--- config.mk ---
export PLATFORM = sky130hd
export DESIGN_NAME = audio_sample_format_converter_unit
export DESIGN_NICKNAME = d
export VERILOG_FILES = /design/src/rtl/core/asfc_pkg.sv /design/src/rtl/core/asfc_float_conv.sv /design/src/rtl/core/asfc_datapath.sv /design/src/rtl/core/audio_sample_format_converter_unit.sv
export SDC_FILE = /design/constraint.sdc
export NUM_CORES = 1
export LEC_CHECK = 0
export BUFFER_PORTS_ARGS = -buffer_cell sky130_fd_sc_hd__buf_2
export CAP_MARGIN = 40
export CELL_PAD_IN_SITES_DETAIL_PLACEMENT = 1
export CELL_PAD_IN_SITES_GLOBAL_PLACEMENT = 1
export CORE_UTILIZATION = 30
export CTS_CLUSTER_DIAMETER = 200
export DETAILED_ROUTE_END_ITERATION = 8
export PLACE_DENSITY_LB_ADDON = 0.1
export SLEW_MARGIN = 20
export SYNTH_ARGS = -nofsm -noshare
export SYNTH_HDL_FRONTEND = slang
export SYNTH_SLANG_ARGS = --single-unit
--- constraint.sdc ---
create_clock -name aclk -period 11.6 [get_ports aclk]
set_clock_uncertainty 0.15 [all_clocks]
set_input_delay 1.16 -clock aclk [delete_from_list [all_inputs] [get_ports aclk]]
set_output_delay 1.16 -clock aclk [all_outputs]
set_load 0.01 [all_outputs]
--- src/rtl/core/asfc_pkg.sv ---
`default_nettype none
package asfc_pkg;

    // Conversion mode codes
    localparam logic [2:0] MODE_U8_FLIP  = 3'd0;
    localparam logic [2:0] MODE_LE16     = 3'd1;
    localparam logic [2:0] MODE_BE16     = 3'd2;
    localparam logic [2:0] MODE_LE_FLOAT = 3'd3;
    localparam logic [2:0] MODE_BE_FLOAT = 3'd4;
    localparam logic [2:0] MODE_LE32     = 3'd5;
    localparam logic [2:0] MODE_BE32     = 3'd6;

    localparam logic [2:0] FULL_WORD_BYTES = 3'd4;

    // Saturation results of the float path, already in stream byte order
    localparam logic [31:0] SAT_POS_WORD = 32'hFFFF_FF7F;
    localparam logic [31:0] SAT_NEG_WORD = 32'h0000_0080;

    typedef struct packed {
        logic [31:0] data_word;
        logic [2:0]  valid_bytes;
    } asfc_in_t;

    typedef struct packed {
        logic [31:0] result_word;
        logic [2:0]  result_bytes;
        logic        clipped;
    } asfc_out_t;

    typedef struct packed {
        logic [31:0] word;
        logic        clip;
    } float_res_t;

    function automatic logic [31:0] swap32(input logic [31:0] w);
        return {w[7:0], w[15:8], w[23:16], w[31:24]};
    endfunction

endpackage
`default_nettype wire

--- src/rtl/core/asfc_float_conv.sv ---
`default_nettype none
module asfc_float_conv (
    input  wire logic [31:0]         float_bits,
    output asfc_pkg::float_res_t     res
);

    logic        sign;
    logic [7:0]  expo;
    logic [23:0] mant;
    logic [54:0] prod;
    logic        rnd_up;
    logic [55:0] prod_rnd;
    logic [7:0]  sh_full;
    logic [62:0] scaled;
    logic [31:0] value;
    logic        sat_clip;

    assign sign = float_bits[31];
    assign expo = float_bits[30:23];
    assign mant = {(expo != 8'd0), float_bits[22:0]};

    // Multiply by 2^31-1 as shift and subtract
    assign prod = {mant, 31'b0} - {31'b0, mant};

    // Round the product to 53 significant bits, nearest even
    always_comb begin
        if (prod[54]) begin
            rnd_up   = prod[1] & (prod[0] | prod[2]);
            prod_rnd = {1'b0, prod[54:2], 2'b0} + {53'b0, rnd_up, 2'b0};
        end else begin
            rnd_up   = prod[0] & prod[1];
            prod_rnd = {1'b0, prod[54:1], 1'b0} + {54'b0, rnd_up, 1'b0};
        end
    end

    // Align to the integer point and truncate
    assign sh_full = 8'd157 - expo;
    assign scaled  = {prod_rnd, 7'b0} >> sh_full[5:0];

    // Saturate, handle NaN and infinity
    always_comb begin
        value    = 32'd0;
        sat_clip = 1'b0;
        if (expo == 8'hFF && float_bits[22:0] != 23'd0) begin
            sat_clip = 1'b1;
        end else if (expo >= 8'd158) begin
            sat_clip = 1'b1;
            value    = sign ? 32'h8000_0000 : 32'h7FFF_FFFF;
        end else if (expo < 8'd96) begin
            value = 32'd0;
        end else if (!sign) begin
            if (|scaled[62:31]) begin
                sat_clip = 1'b1;
                value    = 32'h7FFF_FFFF;
            end else begin
                value = {1'b0, scaled[30:0]};
            end
        end else begin
            if ((|scaled[62:32]) || (scaled[31] && (|scaled[30:0]))) begin
                sat_clip = 1'b1;
                value    = 32'h8000_0000;
            end else begin
                value = 32'd0 - scaled[31:0];
            end
        end
    end

    assign res = '{word: asfc_pkg::swap32(value), clip: sat_clip};

endmodule
`default_nettype wire

--- src/rtl/core/asfc_datapath.sv ---
`default_nettype none
module asfc_datapath (
    input  wire logic [2:0]          mode,
    input  wire asfc_pkg::asfc_in_t  item,
    output asfc_pkg::asfc_out_t      result
);

    logic [2:0]  count;
    logic [31:0] mask;
    logic [31:0] w;
    logic [31:0] float_in;
    logic        is_full;
    asfc_pkg::float_res_t fres;

    // Clamp the byte count and drop bytes beyond it
    assign count = (item.valid_bytes > asfc_pkg::FULL_WORD_BYTES) ?
                   asfc_pkg::FULL_WORD_BYTES : item.valid_bytes;
    assign mask  = {{8{count > 3'd3}}, {8{count > 3'd2}},
                    {8{count > 3'd1}}, {8{count > 3'd0}}};
    assign w       = item.data_word & mask;
    assign is_full = (count == asfc_pkg::FULL_WORD_BYTES);

    assign float_in = (mode == asfc_pkg::MODE_BE_FLOAT) ? asfc_pkg::swap32(w) : w;

    asfc_float_conv u_float (
        .float_bits (float_in),
        .res        (fres)
    );

    // Select the conversion
    always_comb begin
        result.result_word  = w;
        result.result_bytes = count;
        result.clipped      = 1'b0;
        case (mode)
            asfc_pkg::MODE_U8_FLIP: begin
                result.result_word = (w ^ 32'h8080_8080) & mask;
            end
            asfc_pkg::MODE_LE16: begin
                if (count >= 3'd2) begin
                    result.result_word[15:0] = {w[7:0], w[15:8]};
                end
                if (is_full) begin
                    result.result_word[31:16] = {w[23:16], w[31:24]};
                end
            end
            asfc_pkg::MODE_LE_FLOAT, asfc_pkg::MODE_BE_FLOAT: begin
                if (is_full) begin
                    result.result_word = fres.word;
                    result.clipped     = fres.clip;
                end
            end
            asfc_pkg::MODE_LE32: begin
                if (is_full) begin
                    result.result_word = asfc_pkg::swap32(w);
                end
            end
            default: begin
                result.result_word = w;
            end
        endcase
    end

endmodule
`default_nettype wire

--- src/rtl/core/audio_sample_format_converter_unit.sv ---
// Channel   Handshake            Payload
// s_        s_valid / s_ready    s_data    (data_word, valid_bytes)
// m_        m_valid / m_ready    m_data    (result_word, result_bytes, clipped)
// cfg_      cfg_wr_en            cfg_wr_data (conversion_mode)
//
// One word per cycle sustained while m_ready is high.
// The input register feeds the conversion logic, whose output lands in the
// result register; the float scaling path between them sets the clock limit.
// A stall on m_ready backs up through both registers; s_ready drops only once
// the input register is full and cannot advance.
// Synchronous active-low reset empties both registers and sets mode zero.
`default_nettype none
module audio_sample_format_converter_unit (
    input  wire logic                aclk,
    input  wire logic                aresetn,
    input  wire logic                s_valid,
    output logic                     s_ready,
    input  wire asfc_pkg::asfc_in_t  s_data,
    output logic                     m_valid,
    input  wire logic                m_ready,
    output asfc_pkg::asfc_out_t      m_data,
    input  wire logic                cfg_wr_en,
    input  wire logic [2:0]          cfg_wr_data
);

    logic [2:0]           conv_mode_reg;
    logic                 in_valid_reg;
    asfc_pkg::asfc_in_t   in_data_reg;
    logic                 out_valid_reg;
    asfc_pkg::asfc_out_t  out_data_reg;
    asfc_pkg::asfc_out_t  conv_result;
    logic                 advance;

    // Move to the result register when it is empty or being drained
    assign advance = !out_valid_reg || m_ready;
    assign s_ready = !in_valid_reg || advance;

    // Hold the conversion mode
    always_ff @(posedge aclk) begin
        if (!aresetn) begin
            conv_mode_reg <= asfc_pkg::MODE_U8_FLIP;
        end else if (cfg_wr_en) begin
            conv_mode_reg <= cfg_wr_data;
        end
    end

    // Capture the request
    always_ff @(posedge aclk) begin
        if (!aresetn) begin
            in_valid_reg <= 1'b0;
        end else if (s_ready) begin
            in_valid_reg <= s_valid;
        end
    end

    always_ff @(posedge aclk) begin
        if (s_ready && s_valid) begin
            in_data_reg <= s_data;
        end
    end

    asfc_datapath u_datapath (
        .mode   (conv_mode_reg),
        .item   (in_data_reg),
        .result (conv_result)
    );

    // Advance the converted word
    always_ff @(posedge aclk) begin
        if (!aresetn) begin
            out_valid_reg <= 1'b0;
        end else if (advance) begin
            out_valid_reg <= in_valid_reg;
        end
    end

    always_ff @(posedge aclk) begin
        if (advance && in_valid_reg) begin
            out_data_reg <= conv_result;
        end
    end

    assign m_valid = out_valid_reg;
    assign m_data  = out_data_reg;

    a_bytes_range: assert property (@(posedge aclk) disable iff (!aresetn)
        m_valid |-> (m_data.result_bytes <= asfc_pkg::FULL_WORD_BYTES))
        else $error("result byte count above four");

    a_clip_mode: assert property (@(posedge aclk) disable iff (!aresetn)
        (m_valid && m_data.clipped) |->
        (conv_mode_reg == asfc_pkg::MODE_LE_FLOAT ||
         conv_mode_reg == asfc_pkg::MODE_BE_FLOAT))
        else $error("clip flag outside float modes");

    a_clip_word: assert property (@(posedge aclk) disable iff (!aresetn)
        (m_valid && m_data.clipped) |->
        (m_data.result_word == asfc_pkg::SAT_POS_WORD ||
         m_data.result_word == asfc_pkg::SAT_NEG_WORD ||
         m_data.result_word == 32'd0))
        else $error("clipped word is not a saturation code");

    a_stall_full: assert property (@(posedge aclk) disable iff (!aresetn)
        !s_ready |-> (in_valid_reg && out_valid_reg && !m_ready))
        else $error("input stalled with room in the pipeline");

endmodule
`default_nettype wire
==> metrics.yaml, run 1 <==
route:
  drtIter0Drc: 2580
  final_antenna_net_count: 0
  viasPerCell: 7.166
  firstDrtPassIters: 6
  wl_per_cell_um: 34.71
  vias: 19369
  wl_um: 93820
  drc_errors: 0
synth:
  synth_cell_types: 119
  syn-num-nets: 2147
  synth_edf_count: 71
  synth_compound_area_share_pct: 42.28
  ys_warn_count: 0
  synth_xor_area_share_pct: 2.400
  ys_seq_area_share_pct: 15.29
  synth_top_area_share_pct: 14.61
  yosys.area_share.adder_pct: 0.8572
  synth_area_um2: 14600
  synthMuxAreaShare_pct: 4.972
  synth_ff_type: "edfxtp_1"
  syn_area_per_cell_um2: 6.971
  async_flop_share_pct: 0
  synth_cells: 2094
  synth_simple_gate_area_share_pct: 27.94
  synthTopCellsByArea: "edfxtp_1, nand2_1, a21oi_1, o21ai_0, nor2_1"
  ys_seq_elements: 76
  synth_top_family_by_area: "compound AO/OA/AOI/OAI gates"
  synth_top_cell_by_area: "edfxtp_1"
timing:
  worst_slew_pin_slew_ps: 1129
  finalHoldViolations: 0
  slew_violations: 0
  clock.fmax_mhz: 97.36
  relSlewSlack_pct: 24.70
  setup_viol: 0
  tns_ps: 0
  rsz0062_at_grt: "no"
  finalCriticalPeriod_ps: 10270
  setup_slack_ps: 1328
  finalCritPeriodShare_pct: 88.55
flow_run:
  maxCapViolCount: 0
layout:
  final_cell_mix: "nand2_1, nor2_1, a21oi_1"
  largest_reg_flops: 36
  multiInputGateArea_um2: 11540
  num-fill-cells: 5954
  nets: 2136
  syn2layout_area_growth_pct: 9.609
  drive_gt1_share_pct: 13.84
  utilization_pct: 33.44
  ff_latch_area_um2: 2232
  n_antenna_cell: 0
  layout_commonest_cell: "nand2_1"
place:
  hpwl_um: 72230
  post-place-ws_ps: 1489
  port_buffers: 80
  place.gp.congestion: 0.9952
power_and_ir_drop:
  powerDensity_nw_per_um2: 118.5
  p_leak_nw: 5.456
  ir_drop_v: 0.00009859
clock_tree:
  clk_pin_slew_ps: 70
  cts-root-buf: "clkbuf_16"
  postCtsHoldBufs: 0
  clockBufferDepth: 2
  htree_levels: 3
  worstSkewPairLatency_ps: 350
  ctsResizeCount: 0
  post_cts_buffers: 0
  cts.sinks: 76
  cts_tree: "yes"
  cts_buffers: 9
grt:
  grt_pass1_vias: 18363
  grt_max_degree: 65
  grt_util_all_layers_pct: 36.88
  antenna_found_initial: 1
  grt_pass1_wl_um: 134900
  grt_overflow: 0
worst_setup_path:
  cp-start-kind: "flop"
  arrival_ps: 10330
  crit_path_max_fanout: 55
  required_ps: 11650
  crit_type: "reg -> reg"
  crit_path_end_kind: "flop"
floorplanning:
  coreArea_um2: 47850
  initial_core_util_pct: 30.51
  fp.dieW_um: 222.6
  die_area_um2: 49540
  fp.dieH_um: 222.6
  io_pins: 81
  row_count: 80
min_path:
  worstHoldPathType: "reg -> reg"
run_status:
  status: "finished, final reports clean"
cell usage after synthesis, drive strengths merged, types with 29 or more instances:
cell type and count:
o211ai 52, o21ai 167, a31oi 64, xnor2 29, clkbuf 121, buf 68, nand4 29, nor2 182
nand2 220, edfxtp 71, a211oi 61, nand3 110, o22ai 39, nor3 73, a21oi 160, mux2i 53
and2 37, nor4 34
area by class of cell:
| cell class | count | share of cell area (%) |
|---|---|---|
| Timing Repair Buffer | 167 | 6.522 |
| Clock buffer | 9 | 1.408 |
| Clock inverter | 7 | 0.5865 |
| Tap cell | 615 | 4.810 |
| Inverter | 25 | 0.5865 |
| Sequential cell | 76 | 13.95 |
| Multi-Input combinational cell | 1804 | 72.14 |
per-layer routing:
layer / GRT usage [%] / share of wire, % / up-vias
li1: - / - / 8241
met1: 48.93 / 41 / 9611
met5: 0 / 0.015 / -
met2: 57.80 / 44 / 1226
met4: 19.64 / 6.1 / 2
met3: 5.078 / 8.6 / 289
path summary, 6_finish.rpt:
path	end	cells past startpoint	slack, ps	start
setup / recovery	m_data[19]	27	1330	in_data_reg[2]
hold / removal	m_valid	1	400	in_valid_reg
setup reg to reg	m_data[19]	27	1330	in_data_reg[2]
hold reg to reg	m_valid	1	400	in_valid_reg
kinds of logic (layout without fill, tap and decap cells):
kind of cell / Yosys count / in the layout
AO/OA/AOI/OAI: 872 / 872
XOR/XNOR: 40 / 40
adder cells (fa/ha/maj): 10 / 10
buffers and inverters: 214 / 208
flip-flops: 76 / 76
multiplexers: 69 / 69
AND/OR/NAND/NOR: 813 / 813
power breakdown:
group | internal (W) | total, W | switching [W]
Sequential | 0.000323 | 0.000359 | 0.0000357
Clock | 0.000173 | 0.000305 | 0.000132
Combinational | 0.000351 | 0.00123 | 0.000881
Total | 0.000847 | 0.00190 | 0.00105
critical path, stage by stage (launching register included):
cell       delay (ps)
edfxtp_1          680
buf_4             580
nand2_1           240
mux2i_2           590
inv_2             290
ha_1              430
a21boi_0          190
o21ai_0           320
o2111ai_1         340
a21oi_1           470
and2_1            230
o211ai_1          240
a21oi_2           700
a311oi_1          200
nor3_1            450
and2_1            320
a211oi_1          120
o41ai_2           700
ha_1              320
o2111ai_1         150
a2bb2oi_1         180
or4b_1            730
nor2_8            270
nand3_4           140
o41ai_4           480
o31ai_1           170
a221o_1           290
nand3_1            80
through the flow:
step | total power (W) | hold WS (ps) | instance area, um^2 | cells
2_1_floorplan | 0.001060 | 326.8 | 14600 | 2094
3_3_place_gp | 0.001521 | 363.0 | 15490 | 2661
3_5_place_dp | 0.001529 | 377.8 | 15620 | 2677
4_1_cts | 0.001840 | 400.6 | 15940 | 2693
5_1_grt | 0.001951 | 424.7 | 16000 | 2703
6_report | 0.001896 | 395.4 | 16000 | 2703
Note: power is estimated with default switching activity, not from simulation.
==> run 2: changes to the inputs <==
clock period = 13.13 ns   (was 11.6 ns; I/O delays follow)
==> run 2 against run 1 <==
Effect of this change:
- power decreased by 12%
- clock power shrank 11%
- hold slack improved by 19 ps
- sequential cell count unchanged
- global-route usage down 0.21 points
- first-iteration DRC count is 5.9% higher
- design area down 0.11%
- combinational power shrank 11%
- utilization barely moved
- critical endpoint unchanged
- largest cell class unchanged
==> metrics.yaml, run 2 (synthesis gave the netlist of run 1 again) <==
layout:
  final_cell_mix: "nand2_1, nor2_1, a21oi_1"
  drive_gt1_share_pct: 13.68
  design_area_um2: 15980
  multiInputGateArea_um2: 11540
  largest_reg_flops: 36
  num-fill-cells: 5949
  ff_latch_area_um2: 2232
  syn2layout_area_growth_pct: 9.489
  layout_commonest_cell: "nand2_1"
  nets: 2132
grt:
  grt_util_all_layers_pct: 36.67
  grt_pass1_wl_um: 134200
  grt_pass1_vias: 18359
  antenna_found_initial: 1
  grt_max_degree: 73
  grt_overflow: 0
timing:
  rsz0062_at_grt: "no"
  finalCriticalPeriod_ps: 10400
  slew_violations: 0
  tns_ps: 0
  clock.fmax_mhz: 96.20
  setup_viol: 0
  finalCritPeriodShare_pct: 79.17
  finalHoldViolations: 0
  setup_slack_ps: 2735
  worst_slew_pin_slew_ps: 1160
  relSlewSlack_pct: 22.66
route:
  firstDrtPassIters: 6
  wl_um: 93370
  wl_per_cell_um: 34.57
  viasPerCell: 7.211
  final_antenna_net_count: 0
  vias: 19476
  drtIter0Drc: 2733
  drc_errors: 0
clock_tree:
  htree_levels: 3
  cts_tree: "yes"
  cts.sinks: 76
  post_cts_buffers: 0
  clk_pin_slew_ps: 70
  worstSkewPairLatency_ps: 360
  cts_buffers: 9
  cts-root-buf: "clkbuf_16"
  postCtsHoldBufs: 0
  ctsResizeCount: 0
  clockBufferDepth: 2
place:
  hpwl_um: 71020
  place_area_um2: 15600
  port_buffers: 80
  place.gp.congestion: 1.023
  post-place-ws_ps: 2927
worst_setup_path:
  crit_family: "simple AND/OR/NAND/NOR gates"
  crit_path_max_fanout: 72
  cp_slowest_stage_delay_ps: 770
  required_ps: 13190
  crit_buf_inv: 3
  crit_path_top_delay_cell: "a222oi_1"
  reg2reg_slack_ps: 2730
  arrival_ps: 10460
  cp-start-kind: "flop"
  crit_path_end_kind: "flop"
  crit_type: "reg -> reg"
floorplanning:
  row_count: 80
  io_pins: 81
  die_area_um2: 49540
  fp.dieW_um: 222.6
  fp.dieH_um: 222.6
  coreArea_um2: 47850
  initial_core_util_pct: 30.51
power_and_ir_drop:
  powerDensity_nw_per_um2: 104.7
  p_leak_nw: 5.459
  ir_drop_v: 0.0001412
min_path:
  worstHoldPathType: "reg -> reg"
run_status:
  status: "finished, final reports clean"
flow_run:
  maxCapViolCount: 0
## run 2: metrics by stage
step | std cells | power [W] | util, % | hold WS, ps
4_1_cts | 2690 | 0.001625 | 33.27 | 402.7
3_5_place_dp | 2674 | 0.001347 | 32.61 | 371.9
3_3_place_gp | 2662 | 0.001339 | 32.41 | 363.2
5_1_grt | 2699 | 0.001726 | 33.39 | 448.2
6_report | 2701 | 0.001673 | 33.40 | 414.2
2_1_floorplan | 2094 | 0.0009363 | - | 326.8
## run 2: power breakdown
| group | switching (W) | leakage (nW) | internal [W] | total (W) |
|---|---|---|---|---|
| combinational | 0.000777 | 4.58 | 0.000309 | 0.00109 |
| clock | 0.000118 | 0.156 | 0.000153 | 0.000271 |
| sequential | 0.0000307 | 0.725 | 0.000285 | 0.000316 |
## run 2: path summary, 6_finish.rpt
path                       start          to  depth (start not counted)
hold reg to reg     in_valid_reg     m_valid                          1
setup reg to reg  in_data_reg[2]  m_data[19]                         28
hold / removal      in_valid_reg     m_valid                          1
setup / recovery  in_data_reg[2]  m_data[19]                         28
## run 2: metal layers
metal / wire length [um] / vias up / global-route usage [%] / part of all wire (%)
li1: - / 8230 / - / -
met1: 38560 / 9722 / 48.92 / 41
met2: 40730 / 1263 / 56.29 / 44
met3: 8376 / 261 / 5.501 / 9.0
met4: 5702 / 0 / 20.67 / 6.1
met5: 0 / - / 0 / 0
## run 2: layout make-up
type                       count  share of cell area, %
clock inverter                 7                 0.5637
tap                          615                  4.815
sequential                    76                  13.97
clock buffer                   9                  1.409
antenna                        2                0.03132
timing repair buffer         163                  6.396
inverter                      25                 0.5872
multi-input combinational   1804                  72.23
## run 2: worst reg2reg max path, delay by kind of cell (launching register included)
| family | cells | cell delay [ps] |
|---|---|---|
| adder cells (fa/ha/maj) | 2 | 960 |
| AND/OR/NAND/NOR | 13 | 4670 |
| AO/OA/AOI/OAI | 10 | 3310 |
| buffers and inverters | 3 | 790 |
| flip-flops | 1 | 360 |
